--- config.mk ---
export PLATFORM = sky130hd
export DESIGN_NAME = bitmap_frame_allocator_flat
export DESIGN_NICKNAME = d
export VERILOG_FILES = /design/src/bfa_pkg.sv /design/src/bfa_if.sv /design/src/bfa_ram.sv /design/src/bfa_datapath.sv /design/src/bfa_ctrl.sv /design/src/bitmap_frame_allocator.sv /design/src/flat_wrapper.sv
export SDC_FILE = /design/constraint.sdc
export NUM_CORES = 2
export LEC_CHECK = 0
export BUFFER_PORTS_ARGS = -buffer_cell sky130_fd_sc_hd__buf_2
export CORE_MARGIN = 3
export CORE_UTILIZATION = 35
export CTS_CLUSTER_SIZE = 10
export DETAILED_ROUTE_END_ITERATION = 12
export GPL_TIMING_DRIVEN = 0
export PLACE_DENSITY = 0.54
export SETUP_SLACK_MARGIN = 0.2
export SYNTH_ARGS = -nofsm -noshare
export SYNTH_HDL_FRONTEND = slang
export SYNTH_SLANG_ARGS = --single-unit
--- constraint.sdc ---
create_clock -name clk_i -period 14.9 [get_ports clk_i]
set_input_delay 0 -clock clk_i [delete_from_list [all_inputs] [get_ports clk_i]]
set_output_delay 0 -clock clk_i [all_outputs]
set_load 0.03 [all_outputs]
--- src/bfa_pkg.sv ---
`timescale 1ns / 1ps

package bfa_pkg;

  // Default geometry of the frame map
  localparam int unsigned NUM_FRAMES_DEF = 4096;
  localparam int unsigned WORD_BITS_DEF  = 32;

  // Field widths
  localparam int unsigned FRAME_W  = 12;
  localparam int unsigned COUNT_W  = 13;
  localparam int unsigned STATUS_W = 2;

  // Reset value of the frame count register
  localparam logic [COUNT_W-1:0] FRAME_COUNT_RST = 13'd4096;

  typedef enum logic {
    OP_ALLOC = 1'b0,
    OP_FREE  = 1'b1
  } op_e;

  typedef enum logic [STATUS_W-1:0] {
    STATUS_DONE      = 2'd0,
    STATUS_NO_CHANGE = 2'd1,
    STATUS_NO_FRAME  = 2'd2
  } status_e;

  // Commands from the controller to the datapath
  typedef struct packed {
    logic load_item;    // capture item, rewind the word walk
    logic clr_step;     // write one zero word of the clearing pass
    logic walk_step;    // advance the word walk by one word
    logic rd_issue;     // read the map word under the walk
    logic alloc_write;  // mark the lowest clear bit of the read word, set done result
    logic free_write;   // clear the freed bit of the read word
    logic res_skip;     // set no-change result
    logic res_fail;     // set no-free-frame result
    logic res_free;     // set free result
    logic out_load;     // move result into the output register
  } cmd_t;

  // Status from the datapath to the controller
  typedef struct packed {
    logic clr_last;    // clearing pass at its last word
    logic op_free;     // held item is a free
    logic frame_zero;  // held item names no frame
    logic walk_end;    // no further word in the search range
    logic rd_vld;      // read data of the last issued word is present
    logic word_hit;    // that word has a clear bit
    logic seek_hit;    // walk word holds the frame to free
    logic seek_end;    // walk ran past the map
    logic out_busy;    // output register holds an item not taken this cycle
  } sts_t;

endpackage

--- src/bfa_if.sv ---
`timescale 1ns / 1ps

// Request channel
interface bfa_req_if;
  logic                         valid;
  logic                         ready;
  logic                         op;
  logic [bfa_pkg::FRAME_W-1:0]  page_frame;
  logic                         is_kernel;
  logic                         is_writeable;

  modport source (output valid, output op, output page_frame, output is_kernel,
                  output is_writeable, input ready);
  modport sink   (input valid, input op, input page_frame, input is_kernel,
                  input is_writeable, output ready);
endinterface

// Response channel
interface bfa_rsp_if;
  logic                          valid;
  logic                          ready;
  logic [bfa_pkg::FRAME_W-1:0]   frame_out;
  logic                          present;
  logic                          writable;
  logic                          user_mode;
  logic [bfa_pkg::STATUS_W-1:0]  status;

  modport source (output valid, output frame_out, output present, output writable,
                  output user_mode, output status, input ready);
  modport sink   (input valid, input frame_out, input present, input writable,
                  input user_mode, input status, output ready);
endinterface

--- src/bfa_ram.sv ---
`timescale 1ns / 1ps

module bfa_ram #(
  parameter int unsigned WIDTH = bfa_pkg::WORD_BITS_DEF,
  parameter int unsigned DEPTH = bfa_pkg::NUM_FRAMES_DEF / bfa_pkg::WORD_BITS_DEF
) (
  input  logic                                   clk_i,
  input  logic                                   we_i,
  input  logic [(DEPTH > 1 ? $clog2(DEPTH) : 1)-1:0] waddr_i,
  input  logic [WIDTH-1:0]                       wdata_i,
  input  logic                                   re_i,
  input  logic [(DEPTH > 1 ? $clog2(DEPTH) : 1)-1:0] raddr_i,
  output logic [WIDTH-1:0]                       rdata_o
);

  logic [WIDTH-1:0] mem_q [DEPTH];
  logic [WIDTH-1:0] rdata_q;

  // One write port, one registered read port
  always_ff @(posedge clk_i) begin
    if (we_i) begin
      mem_q[waddr_i] <= wdata_i;
    end
    if (re_i) begin
      rdata_q <= mem_q[raddr_i];
    end
  end

  assign rdata_o = rdata_q;

endmodule

--- src/bfa_datapath.sv ---
`timescale 1ns / 1ps

module bfa_datapath #(
  parameter int unsigned NUM_FRAMES = bfa_pkg::NUM_FRAMES_DEF,
  parameter int unsigned WORD_BITS  = bfa_pkg::WORD_BITS_DEF
) (
  input  logic                            clk_i,
  input  logic                            rst_ni,
  input  logic                            cfg_we_i,
  input  logic [bfa_pkg::COUNT_W-1:0]     cfg_data_i,
  input  logic                            req_op_i,
  input  logic [bfa_pkg::FRAME_W-1:0]     req_page_frame_i,
  input  logic                            req_is_kernel_i,
  input  logic                            req_is_writeable_i,
  input  logic                            rsp_ready_i,
  input  bfa_pkg::cmd_t                   cmd_i,
  output bfa_pkg::sts_t                   sts_o,
  output logic                            rsp_valid_o,
  output logic [bfa_pkg::FRAME_W-1:0]     rsp_frame_out_o,
  output logic                            rsp_present_o,
  output logic                            rsp_writable_o,
  output logic                            rsp_user_mode_o,
  output logic [bfa_pkg::STATUS_W-1:0]    rsp_status_o
);

  localparam int unsigned MAP_WORDS = (NUM_FRAMES + WORD_BITS - 1) / WORD_BITS;
  localparam int unsigned ADDR_W    = (MAP_WORDS > 1) ? $clog2(MAP_WORDS) : 1;
  localparam int unsigned WCNT_W    = $clog2(MAP_WORDS + 1);
  localparam int unsigned BIT_W     = $clog2(WORD_BITS);
  localparam int unsigned BASE_W    =
    $clog2(MAP_WORDS * WORD_BITS + WORD_BITS + (1 << bfa_pkg::COUNT_W));
  localparam logic [WCNT_W-1:0] WORDS_END  = WCNT_W'(MAP_WORDS);
  localparam logic [WCNT_W-1:0] WORDS_LAST = WCNT_W'(MAP_WORDS - 1);
  localparam logic [BASE_W-1:0] WORD_STEP  = BASE_W'(WORD_BITS);

  // Configuration and control registers
  logic [bfa_pkg::COUNT_W-1:0]  frame_count_q;
  logic [WCNT_W-1:0]            clr_addr_q;
  logic                         rd_vld_q;
  logic                         out_valid_q;

  // Item and walk registers
  logic                         op_q;
  logic [bfa_pkg::FRAME_W-1:0]  page_frame_q;
  logic                         is_kernel_q;
  logic                         is_writeable_q;
  logic [WCNT_W-1:0]            walk_w_q;
  logic [BASE_W-1:0]            walk_base_q;
  logic [ADDR_W-1:0]            rd_addr_q;
  logic [BASE_W-1:0]            rd_base_q;

  // Result and output registers
  logic [bfa_pkg::FRAME_W-1:0]  res_frame_q;
  logic                         res_present_q;
  logic                         res_writable_q;
  logic                         res_user_q;
  bfa_pkg::status_e             res_status_q;
  logic [bfa_pkg::FRAME_W-1:0]  out_frame_q;
  logic                         out_present_q;
  logic                         out_writable_q;
  logic                         out_user_q;
  bfa_pkg::status_e             out_status_q;

  // Map access
  logic                         ram_we;
  logic [ADDR_W-1:0]            ram_waddr;
  logic [WORD_BITS-1:0]         ram_wdata;
  logic [WORD_BITS-1:0]         ram_rdata;

  logic [BASE_W-1:0]            pf_ext;
  logic [BASE_W-1:0]            fc_ext;
  logic [BASE_W-1:0]            next_base;
  logic [BIT_W-1:0]             clr_idx;
  logic [BASE_W-1:0]            alloc_frame;
  logic [BASE_W-1:0]            free_off;
  logic [WORD_BITS-1:0]         alloc_mask;
  logic [WORD_BITS-1:0]         free_mask;

  assign pf_ext    = BASE_W'(page_frame_q);
  assign fc_ext    = BASE_W'(frame_count_q);
  assign next_base = walk_base_q + WORD_STEP;

  // Find the lowest clear bit of the word just read
  always_comb begin
    clr_idx = '0;
    for (int b = WORD_BITS - 1; b >= 0; b--) begin
      if (!ram_rdata[b]) begin
        clr_idx = BIT_W'(b);
      end
    end
  end

  assign alloc_frame = rd_base_q + BASE_W'(clr_idx);
  assign alloc_mask  = WORD_BITS'(1) << clr_idx;
  assign free_off    = pf_ext - rd_base_q;
  assign free_mask   = WORD_BITS'(1) << free_off[BIT_W-1:0];

  // Status toward the controller
  always_comb begin
    sts_o.clr_last   = (clr_addr_q == WORDS_LAST);
    sts_o.op_free    = (op_q == bfa_pkg::OP_FREE);
    sts_o.frame_zero = (page_frame_q == '0);
    sts_o.walk_end   = (walk_w_q == WORDS_END) || (next_base > fc_ext);
    sts_o.rd_vld     = rd_vld_q;
    sts_o.word_hit   = rd_vld_q && !(&ram_rdata);
    sts_o.seek_hit   = (walk_w_q != WORDS_END) && (pf_ext < next_base);
    sts_o.seek_end   = (walk_w_q == WORDS_END);
    sts_o.out_busy   = out_valid_q && !rsp_ready_i;
  end

  // Select the map write: clearing pass, set on allocate, clear on free
  always_comb begin
    ram_we    = 1'b0;
    ram_waddr = rd_addr_q;
    ram_wdata = ram_rdata;
    priority if (cmd_i.clr_step) begin
      ram_we    = 1'b1;
      ram_waddr = clr_addr_q[ADDR_W-1:0];
      ram_wdata = '0;
    end else if (cmd_i.alloc_write) begin
      ram_we    = 1'b1;
      ram_wdata = ram_rdata | alloc_mask;
    end else if (cmd_i.free_write) begin
      ram_we    = 1'b1;
      ram_wdata = ram_rdata & ~free_mask;
    end else begin
      ram_we    = 1'b0;
    end
  end

  bfa_ram #(
    .WIDTH (WORD_BITS),
    .DEPTH (MAP_WORDS)
  ) u_map (
    .clk_i   (clk_i),
    .we_i    (ram_we),
    .waddr_i (ram_waddr),
    .wdata_i (ram_wdata),
    .re_i    (cmd_i.rd_issue),
    .raddr_i (walk_w_q[ADDR_W-1:0]),
    .rdata_o (ram_rdata)
  );

  // Control registers
  always_ff @(posedge clk_i or negedge rst_ni) begin
    if (!rst_ni) begin
      frame_count_q <= bfa_pkg::FRAME_COUNT_RST;
      clr_addr_q    <= '0;
      rd_vld_q      <= 1'b0;
      out_valid_q   <= 1'b0;
    end else begin
      if (cfg_we_i) begin
        frame_count_q <= cfg_data_i;
      end
      if (cmd_i.clr_step) begin
        clr_addr_q <= clr_addr_q + WCNT_W'(1);
      end
      rd_vld_q <= cmd_i.rd_issue;
      if (cmd_i.out_load) begin
        out_valid_q <= 1'b1;
      end else if (rsp_ready_i) begin
        out_valid_q <= 1'b0;
      end
    end
  end

  // Item, walk, result and output payload
  always_ff @(posedge clk_i) begin
    if (cmd_i.load_item) begin
      op_q           <= req_op_i;
      page_frame_q   <= req_page_frame_i;
      is_kernel_q    <= req_is_kernel_i;
      is_writeable_q <= req_is_writeable_i;
      walk_w_q       <= '0;
      walk_base_q    <= '0;
    end else if (cmd_i.walk_step) begin
      walk_w_q    <= walk_w_q + WCNT_W'(1);
      walk_base_q <= next_base;
    end
    if (cmd_i.rd_issue) begin
      rd_addr_q <= walk_w_q[ADDR_W-1:0];
      rd_base_q <= walk_base_q;
    end
    priority if (cmd_i.alloc_write) begin
      res_frame_q    <= alloc_frame[bfa_pkg::FRAME_W-1:0];
      res_present_q  <= 1'b1;
      res_writable_q <= is_writeable_q;
      res_user_q     <= ~is_kernel_q;
      res_status_q   <= bfa_pkg::STATUS_DONE;
    end else if (cmd_i.res_skip) begin
      res_frame_q    <= (op_q == bfa_pkg::OP_FREE) ? '0 : page_frame_q;
      res_present_q  <= 1'b0;
      res_writable_q <= 1'b0;
      res_user_q     <= 1'b0;
      res_status_q   <= bfa_pkg::STATUS_NO_CHANGE;
    end else if (cmd_i.res_fail) begin
      res_frame_q    <= '0;
      res_present_q  <= 1'b0;
      res_writable_q <= 1'b0;
      res_user_q     <= 1'b0;
      res_status_q   <= bfa_pkg::STATUS_NO_FRAME;
    end else if (cmd_i.res_free) begin
      res_frame_q    <= '0;
      res_present_q  <= 1'b0;
      res_writable_q <= 1'b0;
      res_user_q     <= 1'b0;
      res_status_q   <= bfa_pkg::STATUS_DONE;
    end else begin
      // hold the result
      res_status_q   <= res_status_q;
    end
    if (cmd_i.out_load) begin
      out_frame_q    <= res_frame_q;
      out_present_q  <= res_present_q;
      out_writable_q <= res_writable_q;
      out_user_q     <= res_user_q;
      out_status_q   <= res_status_q;
    end
  end

  assign rsp_valid_o     = out_valid_q;
  assign rsp_frame_out_o = out_frame_q;
  assign rsp_present_o   = out_present_q;
  assign rsp_writable_o  = out_writable_q;
  assign rsp_user_mode_o = out_user_q;
  assign rsp_status_o    = out_status_q;

endmodule

--- src/bfa_ctrl.sv ---
`timescale 1ns / 1ps

module bfa_ctrl (
  input  logic           clk_i,
  input  logic           rst_ni,
  input  logic           req_valid_i,
  input  bfa_pkg::sts_t  sts_i,
  output logic           req_ready_o,
  output bfa_pkg::cmd_t  cmd_o
);

  typedef enum logic [2:0] {
    ST_CLEAR,
    ST_IDLE,
    ST_DECODE,
    ST_SCAN,
    ST_SEEK,
    ST_FREE_WR,
    ST_RESP
  } state_e;

  state_e state_q;
  state_e state_d;

  // Next state and commands
  always_comb begin
    state_d = state_q;
    cmd_o   = '0;
    unique case (state_q)
      ST_CLEAR: begin
        cmd_o.clr_step = 1'b1;
        if (sts_i.clr_last) begin
          state_d = ST_IDLE;
        end
      end
      ST_IDLE: begin
        if (req_valid_i) begin
          cmd_o.load_item = 1'b1;
          state_d         = ST_DECODE;
        end
      end
      ST_DECODE: begin
        if (sts_i.op_free == sts_i.frame_zero) begin
          // allocate for a page with a frame, or free of no frame
          cmd_o.res_skip = 1'b1;
          state_d        = ST_RESP;
        end else if (sts_i.op_free) begin
          state_d = ST_SEEK;
        end else begin
          state_d = ST_SCAN;
        end
      end
      ST_SCAN: begin
        if (sts_i.word_hit) begin
          cmd_o.alloc_write = 1'b1;
          state_d           = ST_RESP;
        end else if (sts_i.walk_end) begin
          // drain the last read before giving up
          if (!sts_i.rd_vld) begin
            cmd_o.res_fail = 1'b1;
            state_d        = ST_RESP;
          end
        end else begin
          cmd_o.rd_issue  = 1'b1;
          cmd_o.walk_step = 1'b1;
        end
      end
      ST_SEEK: begin
        if (sts_i.seek_hit) begin
          cmd_o.rd_issue = 1'b1;
          state_d        = ST_FREE_WR;
        end else if (sts_i.seek_end) begin
          // frame lies beyond the map: report done, touch nothing
          cmd_o.res_free = 1'b1;
          state_d        = ST_RESP;
        end else begin
          cmd_o.walk_step = 1'b1;
        end
      end
      ST_FREE_WR: begin
        cmd_o.free_write = 1'b1;
        cmd_o.res_free   = 1'b1;
        state_d          = ST_RESP;
      end
      ST_RESP: begin
        if (!sts_i.out_busy) begin
          cmd_o.out_load = 1'b1;
          state_d        = ST_IDLE;
        end
      end
      default: begin
        state_d = ST_IDLE;
      end
    endcase
  end

  // Hold state
  always_ff @(posedge clk_i or negedge rst_ni) begin
    if (!rst_ni) begin
      state_q <= ST_CLEAR;
    end else begin
      state_q <= state_d;
    end
  end

  assign req_ready_o = (state_q == ST_IDLE);

endmodule

--- src/bitmap_frame_allocator.sv ---
`timescale 1ns / 1ps

// First-fit physical frame allocator over a one-bit-per-frame used map.
// Requests come in on req_i (valid/ready); an item is taken when both are
// high. op 0 allocates a frame for a page holding none, op 1 frees the
// page's frame. Every item gives exactly one item on rsp_o (valid/ready),
// carrying the frame, the page-entry bits and a status code.
// frame_count is to be written through cfg_we_i/cfg_data_i while the block
// is idle; the block does not enforce this. Only whole map words below
// frame_count are searched. An item needing no change goes straight to its
// result. An allocation and a free both walk the map one word per cycle: an
// allocation reads each word through the single read port of the map memory
// until a word with a clear bit turns up or the search range ends; a free
// reads and rewrites only the word holding its frame, and reports done
// without touching the map for a frame beyond it. One item is in work at a
// time; req_i.ready rises again in the same cycle as the result shows on
// rsp_o. After reset the map is cleared one word per cycle before
// req_i.ready rises.
// The result sits in an output register: a stalled receiver holds it there,
// and the block stays busy with a finished item until that register frees.

module bitmap_frame_allocator #(
  parameter int unsigned NUM_FRAMES = bfa_pkg::NUM_FRAMES_DEF,
  parameter int unsigned WORD_BITS  = bfa_pkg::WORD_BITS_DEF
) (
  input  logic                         clk_i,
  input  logic                         rst_ni,
  input  logic                         cfg_we_i,
  input  logic [bfa_pkg::COUNT_W-1:0]  cfg_data_i,
  bfa_req_if.sink                      req_i,
  bfa_rsp_if.source                    rsp_o
);

  bfa_pkg::cmd_t  cmd;
  bfa_pkg::sts_t  sts;
  logic           req_ready;

  bfa_ctrl u_ctrl (
    .clk_i       (clk_i),
    .rst_ni      (rst_ni),
    .req_valid_i (req_i.valid),
    .sts_i       (sts),
    .req_ready_o (req_ready),
    .cmd_o       (cmd)
  );

  bfa_datapath #(
    .NUM_FRAMES (NUM_FRAMES),
    .WORD_BITS  (WORD_BITS)
  ) u_datapath (
    .clk_i              (clk_i),
    .rst_ni             (rst_ni),
    .cfg_we_i           (cfg_we_i),
    .cfg_data_i         (cfg_data_i),
    .req_op_i           (req_i.op),
    .req_page_frame_i   (req_i.page_frame),
    .req_is_kernel_i    (req_i.is_kernel),
    .req_is_writeable_i (req_i.is_writeable),
    .rsp_ready_i        (rsp_o.ready),
    .cmd_i              (cmd),
    .sts_o              (sts),
    .rsp_valid_o        (rsp_o.valid),
    .rsp_frame_out_o    (rsp_o.frame_out),
    .rsp_present_o      (rsp_o.present),
    .rsp_writable_o     (rsp_o.writable),
    .rsp_user_mode_o    (rsp_o.user_mode),
    .rsp_status_o       (rsp_o.status)
  );

  assign req_i.ready = req_ready;

endmodule
--- src/flat_wrapper.sv ---
// flat-port wrapper written by rule: the top's interface ports become plain ports
module bitmap_frame_allocator_flat 
#(
  parameter int unsigned NUM_FRAMES = bfa_pkg::NUM_FRAMES_DEF,
  parameter int unsigned WORD_BITS  = bfa_pkg::WORD_BITS_DEF
)
  (clk_i, rst_ni, cfg_we_i, cfg_data_i, req_i_valid, req_i_op, req_i_page_frame, req_i_is_kernel, req_i_is_writeable, req_i_ready, rsp_o_valid, rsp_o_frame_out, rsp_o_present, rsp_o_writable, rsp_o_user_mode, rsp_o_status, rsp_o_ready);
  bfa_req_if req_i_i ();
  bfa_rsp_if rsp_o_i ();
  input  logic clk_i;
  input  logic rst_ni;
  input  logic cfg_we_i;
  input  logic [bfa_pkg::COUNT_W-1:0] cfg_data_i;
  input wire logic [$bits(req_i_i.valid)-1:0] req_i_valid;
  input wire logic [$bits(req_i_i.op)-1:0] req_i_op;
  input wire logic [$bits(req_i_i.page_frame)-1:0] req_i_page_frame;
  input wire logic [$bits(req_i_i.is_kernel)-1:0] req_i_is_kernel;
  input wire logic [$bits(req_i_i.is_writeable)-1:0] req_i_is_writeable;
  output wire logic [$bits(req_i_i.ready)-1:0] req_i_ready;
  output wire logic [$bits(rsp_o_i.valid)-1:0] rsp_o_valid;
  output wire logic [$bits(rsp_o_i.frame_out)-1:0] rsp_o_frame_out;
  output wire logic [$bits(rsp_o_i.present)-1:0] rsp_o_present;
  output wire logic [$bits(rsp_o_i.writable)-1:0] rsp_o_writable;
  output wire logic [$bits(rsp_o_i.user_mode)-1:0] rsp_o_user_mode;
  output wire logic [$bits(rsp_o_i.status)-1:0] rsp_o_status;
  input wire logic [$bits(rsp_o_i.ready)-1:0] rsp_o_ready;
  assign req_i_i.valid = req_i_valid;
  assign req_i_i.op = req_i_op;
  assign req_i_i.page_frame = req_i_page_frame;
  assign req_i_i.is_kernel = req_i_is_kernel;
  assign req_i_i.is_writeable = req_i_is_writeable;
  assign req_i_ready = req_i_i.ready;
  assign rsp_o_valid = rsp_o_i.valid;
  assign rsp_o_frame_out = rsp_o_i.frame_out;
  assign rsp_o_present = rsp_o_i.present;
  assign rsp_o_writable = rsp_o_i.writable;
  assign rsp_o_user_mode = rsp_o_i.user_mode;
  assign rsp_o_status = rsp_o_i.status;
  assign rsp_o_i.ready = rsp_o_ready;
  bitmap_frame_allocator #(.NUM_FRAMES(NUM_FRAMES), .WORD_BITS(WORD_BITS)) u_core (.clk_i(clk_i), .rst_ni(rst_ni), .cfg_we_i(cfg_we_i), .cfg_data_i(cfg_data_i), .req_i(req_i_i), .rsp_o(rsp_o_i));
endmodule
==> results_dict.tcl <==
set metrics [dict create \
    p_seq_share_pct 40.4 \
    final_layout_size_suffix_gt1_share_pct 31.23 \
    drt-total-wl_um 494100 \
    first_iter_violations 10770 \
    synth.avg_cell_area_um2 23.68 \
    h-tree-depth 5 \
    p_leak_nw 58.26 \
    ys_types 69 \
    antenna_left 0 \
    rrSetupSlack_ns 8.75 \
    status "complete, but fails checks" \
    cp.arrival_ns 6.78 \
    drc 0 \
    grt_first_pass_wirelength_um 673700 \
    final.setup.tns_ns 0 \
    syn2layout_area_growth_pct 18.19 \
    clk_path_buf_depth 4 \
    ys_ff_latch 4234 \
    netlist_area_um2 162700 \
    endpoint_kind "flop" \
    yosys.area.top_type "edfxtp_1" \
    core_um2 461400 \
    p_clk_share_pct 25.9 \
    syn_inst 6870 \
    insertion_delay_ns 1.04 \
    vias 79880 \
    post-place-ws_ns 8.848 \
    layout.cells.non_filler 14090 \
    port_buffers 51 \
    min_period_over_period_pct 41.29 \
    hp-class "in -> reg" \
    grt_pass1_vias 80350 \
    gp_congestion 0.9340 \
    fmax_mhz 162.6 \
    die-area_um2 472900 \
    grt_max_degree 66 \
    p_comb_share_pct 33.7 \
    crit_chain "buf_4, buf_2, buf_2, buf_2, buf_1, inv_1, ha_1, nand2_1, nor4_4, or3_4, a21oi_4, o32a_1, and3_1, inv_1" \
    worst_path_most_repeated_cell "buf_2" \
    fin_util_pct 41.66 \
    path_class "reg -> reg" \
    cp.required_ns 15.53 \
    grt_remaining_overflow 0 \
    period_needed_ns 6.152 \
    cts.reportedPaths.clkPinSlew_ns 0.06 \
    antenna_found_initial 34 \
    final_max_slew_viol_count 11 \
    grt.total_usage_pct 20.64 \
    ios 52 \
    whs_ns 0.1797 \
    setup_ws_ns 8.748 \
    power_density_nw_per_um2 205.8 \
    fp.dieH_um 687.7 \
    cpMaxStageDelayCell "buf_1" \
    cts_made_buffers 472 \
    cpPeakStageDelay_ns 0.86 \
    ys_top_cells_by_count "4,188 x edfxtp_1, 1,216 x mux4_2, 168 x nor2_1, 161 x clkbuf_1, 127 x buf_2" \
    maxCapViolCount 1 \
    cts.sinks 4234 \
    via_per_inst 5.669 \
    hpwl_um 347100 \
    tightest_slew_ns 1.574 \
    hold_viol_final 0 \
    nNetsFinal 7844 \
    placed_cells 13380 \
    relSlewSlack_pct -4.948 \
    switching_share_pct 33.72 \
    rsz0062_at_grt "no" \
    ctsResizeCount 0 \
    cts_tree "built" \
    first_pass_iters 8 \
    synth_edf_count 4188 \
    start_util_pct 35.25 \
    p_sw_mw 13.34 \
    failed_checks "capacitance limit, slew limit" \
    synth_area_leaders "edfxtp_1 77%, mux4_2 17%, mux2i_1 0.76%, buf_2 0.39%, nor2_1 0.39%" \
    root_buffer "clkbuf_16" \
    synthesis.nets 6923 \
    avgRoutedWirePerCell_um 35.07 \
    start_kind "flop" \
    rows 249 \
    async_reset_ff_share_pct 0.6141 \
    yosysWarnings 0 \
    ir_drop_v 0.0001430 \
    skew_ns 0.1244 \
    yosysSeqAreaShare_pct 77.97 \
    die_x_um 687.7 \
    intPower_mw 26.22 \
    yosysMostFrequentCell "edfxtp_1" \
    setup-violations-final 0 \
    synth_top_cell_area_share_pct 77.32 \
    worstPathMaxFanout 14 \
    synthFlopType "edfxtp_1" \
]
## flip-flops by register name, indices dropped and copies added, names as in the netlist, 7 cells and up
register,count
u_core.u_datapath.u_map.mem_q,4096
u_core.u_datapath.u_map.rdata_o,32
u_core.u_datapath.frame_count_q,13
u_core.u_datapath.page_frame_q,12
u_core.u_datapath.res_frame_q,12
u_core.u_datapath.rsp_frame_out_o,12
u_core.u_datapath.walk_base_q,9
u_core.u_datapath.clr_addr_q,8
u_core.u_datapath.walk_w_q,8
u_core.u_datapath.rd_addr_q,7
u_core.u_datapath.rd_base_q,7
## repair_timing
item / 4_1_cts / 5_1_grt
buffers inserted: 0 / 0
hold endpoints to repair: 62 / 0
hold buffers: 84 / 0
## metal layers
| metal | share of wire (%) | routed length [µm] | global-route usage (%) |
|---|---|---|---|
| met1 | 40 | 196500 | 27.92 |
| met2 | 47 | 231600 | 32.59 |
| met3 | 9.0 | 44600 | 4.841 |
| met4 | 4.3 | 21380 | 7.821 |
| met5 | 0.0024 | 12 | 0 |
## cells by family after synthesis
group                    count (synthesis)  share of synthesized area (%)
multiplexers                          1364                          17.77
AO/OA/AOI/OAI                          356                          1.426
XOR/XNOR                                16                        0.08616
buffers and inverters                  390                          1.099
AND/OR/NAND/NOR                        490                          1.502
flip-flops                            4234                          77.97
adder cells (fa/ha/maj)                 20                         0.1539
## per-stage QoR
stage	power [mW]	cell area, µm²
floorplan	23.24	162700
CTS	39.75	192200
global placement	29.46	170600
finish	39.57	192200
global route	40.75	192200
detailed placement	29.51	178300
## final cells by class
class	count	area [µm²]
tap	6149	7694
sequential	4234	126800
multi-input combinational	2246	35420
timing repair buffer	447	7431
inverter	36	135.1
fill	39300	269200
clock inverter	41	728.2
clock buffer	570	12300
buffer	354	1679
antenna	14	35.03
## worst max-delay path, delay by kind of cell (launching register included)
kind / cells / cell delay [ns]
compound gates: 2 / 0.56
buf+inv: 7 / 3.67
flops: 1 / 0.37
simple gates: 4 / 0.84
fa+ha+maj: 1 / 0.23
## power groups by stage
stage / Combinational [mW] / Sequential, mW / Clock, mW
2_1_floorplan: 6.39 / 16.9 / 0
3_3_place_gp: 11.5 / 18.0 / 0
3_5_place_dp: 13.3 / 16.2 / 0
4_1_cts: 13.4 / 16.0 / 10.4
5_1_grt: 13.9 / 16.0 / 10.9
6_report: 13.3 / 16.0 / 10.3
## path summary, 6_finish.rpt
path | cells after the start | endpoint | start
worst max-delay path | 14 | u_core.u_datapath.res_frame_q[4]$_DFFE_PP_ | u_core.u_datapath.walk_w_q[1]$_SDFFE_PP0P_
worst min-delay path | 4 | u_core.u_datapath.rsp_valid_o$_DFFE_PN0P_ | rsp_o_ready
worst max register to register | 14 | u_core.u_datapath.res_frame_q[4]$_DFFE_PP_ | u_core.u_datapath.walk_w_q[1]$_SDFFE_PP0P_
worst min register to register | 0 | u_core.u_datapath.rsp_frame_out_o[8]$_DFFE_PP_ | u_core.u_datapath.res_frame_q[8]$_DFFE_PP_
max in group asynchronous | 5 | u_core.u_datapath.clr_addr_q[1]$_DFFE_PN0N_ | rst_ni
min in group asynchronous | 4 | u_core.u_datapath.frame_count_q[12]$_DFFE_PN1P_ | rst_ni
## cells in the final DEF (no fill, tap or decap), types with 15 or more instances in the layout
cell type / Yosys / final
buf_2: 127 / 184
inv_1: 36 / 36
clkbuf_1: 161 / 238
dfrtp_1: 25 / 25
clkinv_16: 0 / 16
buf_6: 9 / 32
o21ai_0: 84 / 71
mux4_2: 1216 / 1216
edfxtp_1: 4188 / 4188
ha_1: 20 / 20
buf_8: 0 / 60
nand3_1: 39 / 39
buf_16: 0 / 79
nor2_4: 0 / 123
nand2_1: 99 / 99
a21oi_1: 61 / 60
o211ai_1: 32 / 32
clkbuf_2: 0 / 15
mux2_2: 24 / 24
a211oi_1: 15 / 15
a31oi_1: 24 / 24
clkbuf_16: 0 / 477
nand4_1: 43 / 43
dlygate4sd3_1: 0 / 83
buf_12: 0 / 150
dfxtp_1: 20 / 20
mux2i_1: 124 / 124
a22oi_1: 66 / 66
buf_4: 26 / 27
nor2_1: 168 / 45
buf_1: 31 / 25
nor2b_1: 47 / 47
No activity file was read; power rests on OpenSTA's default activity.
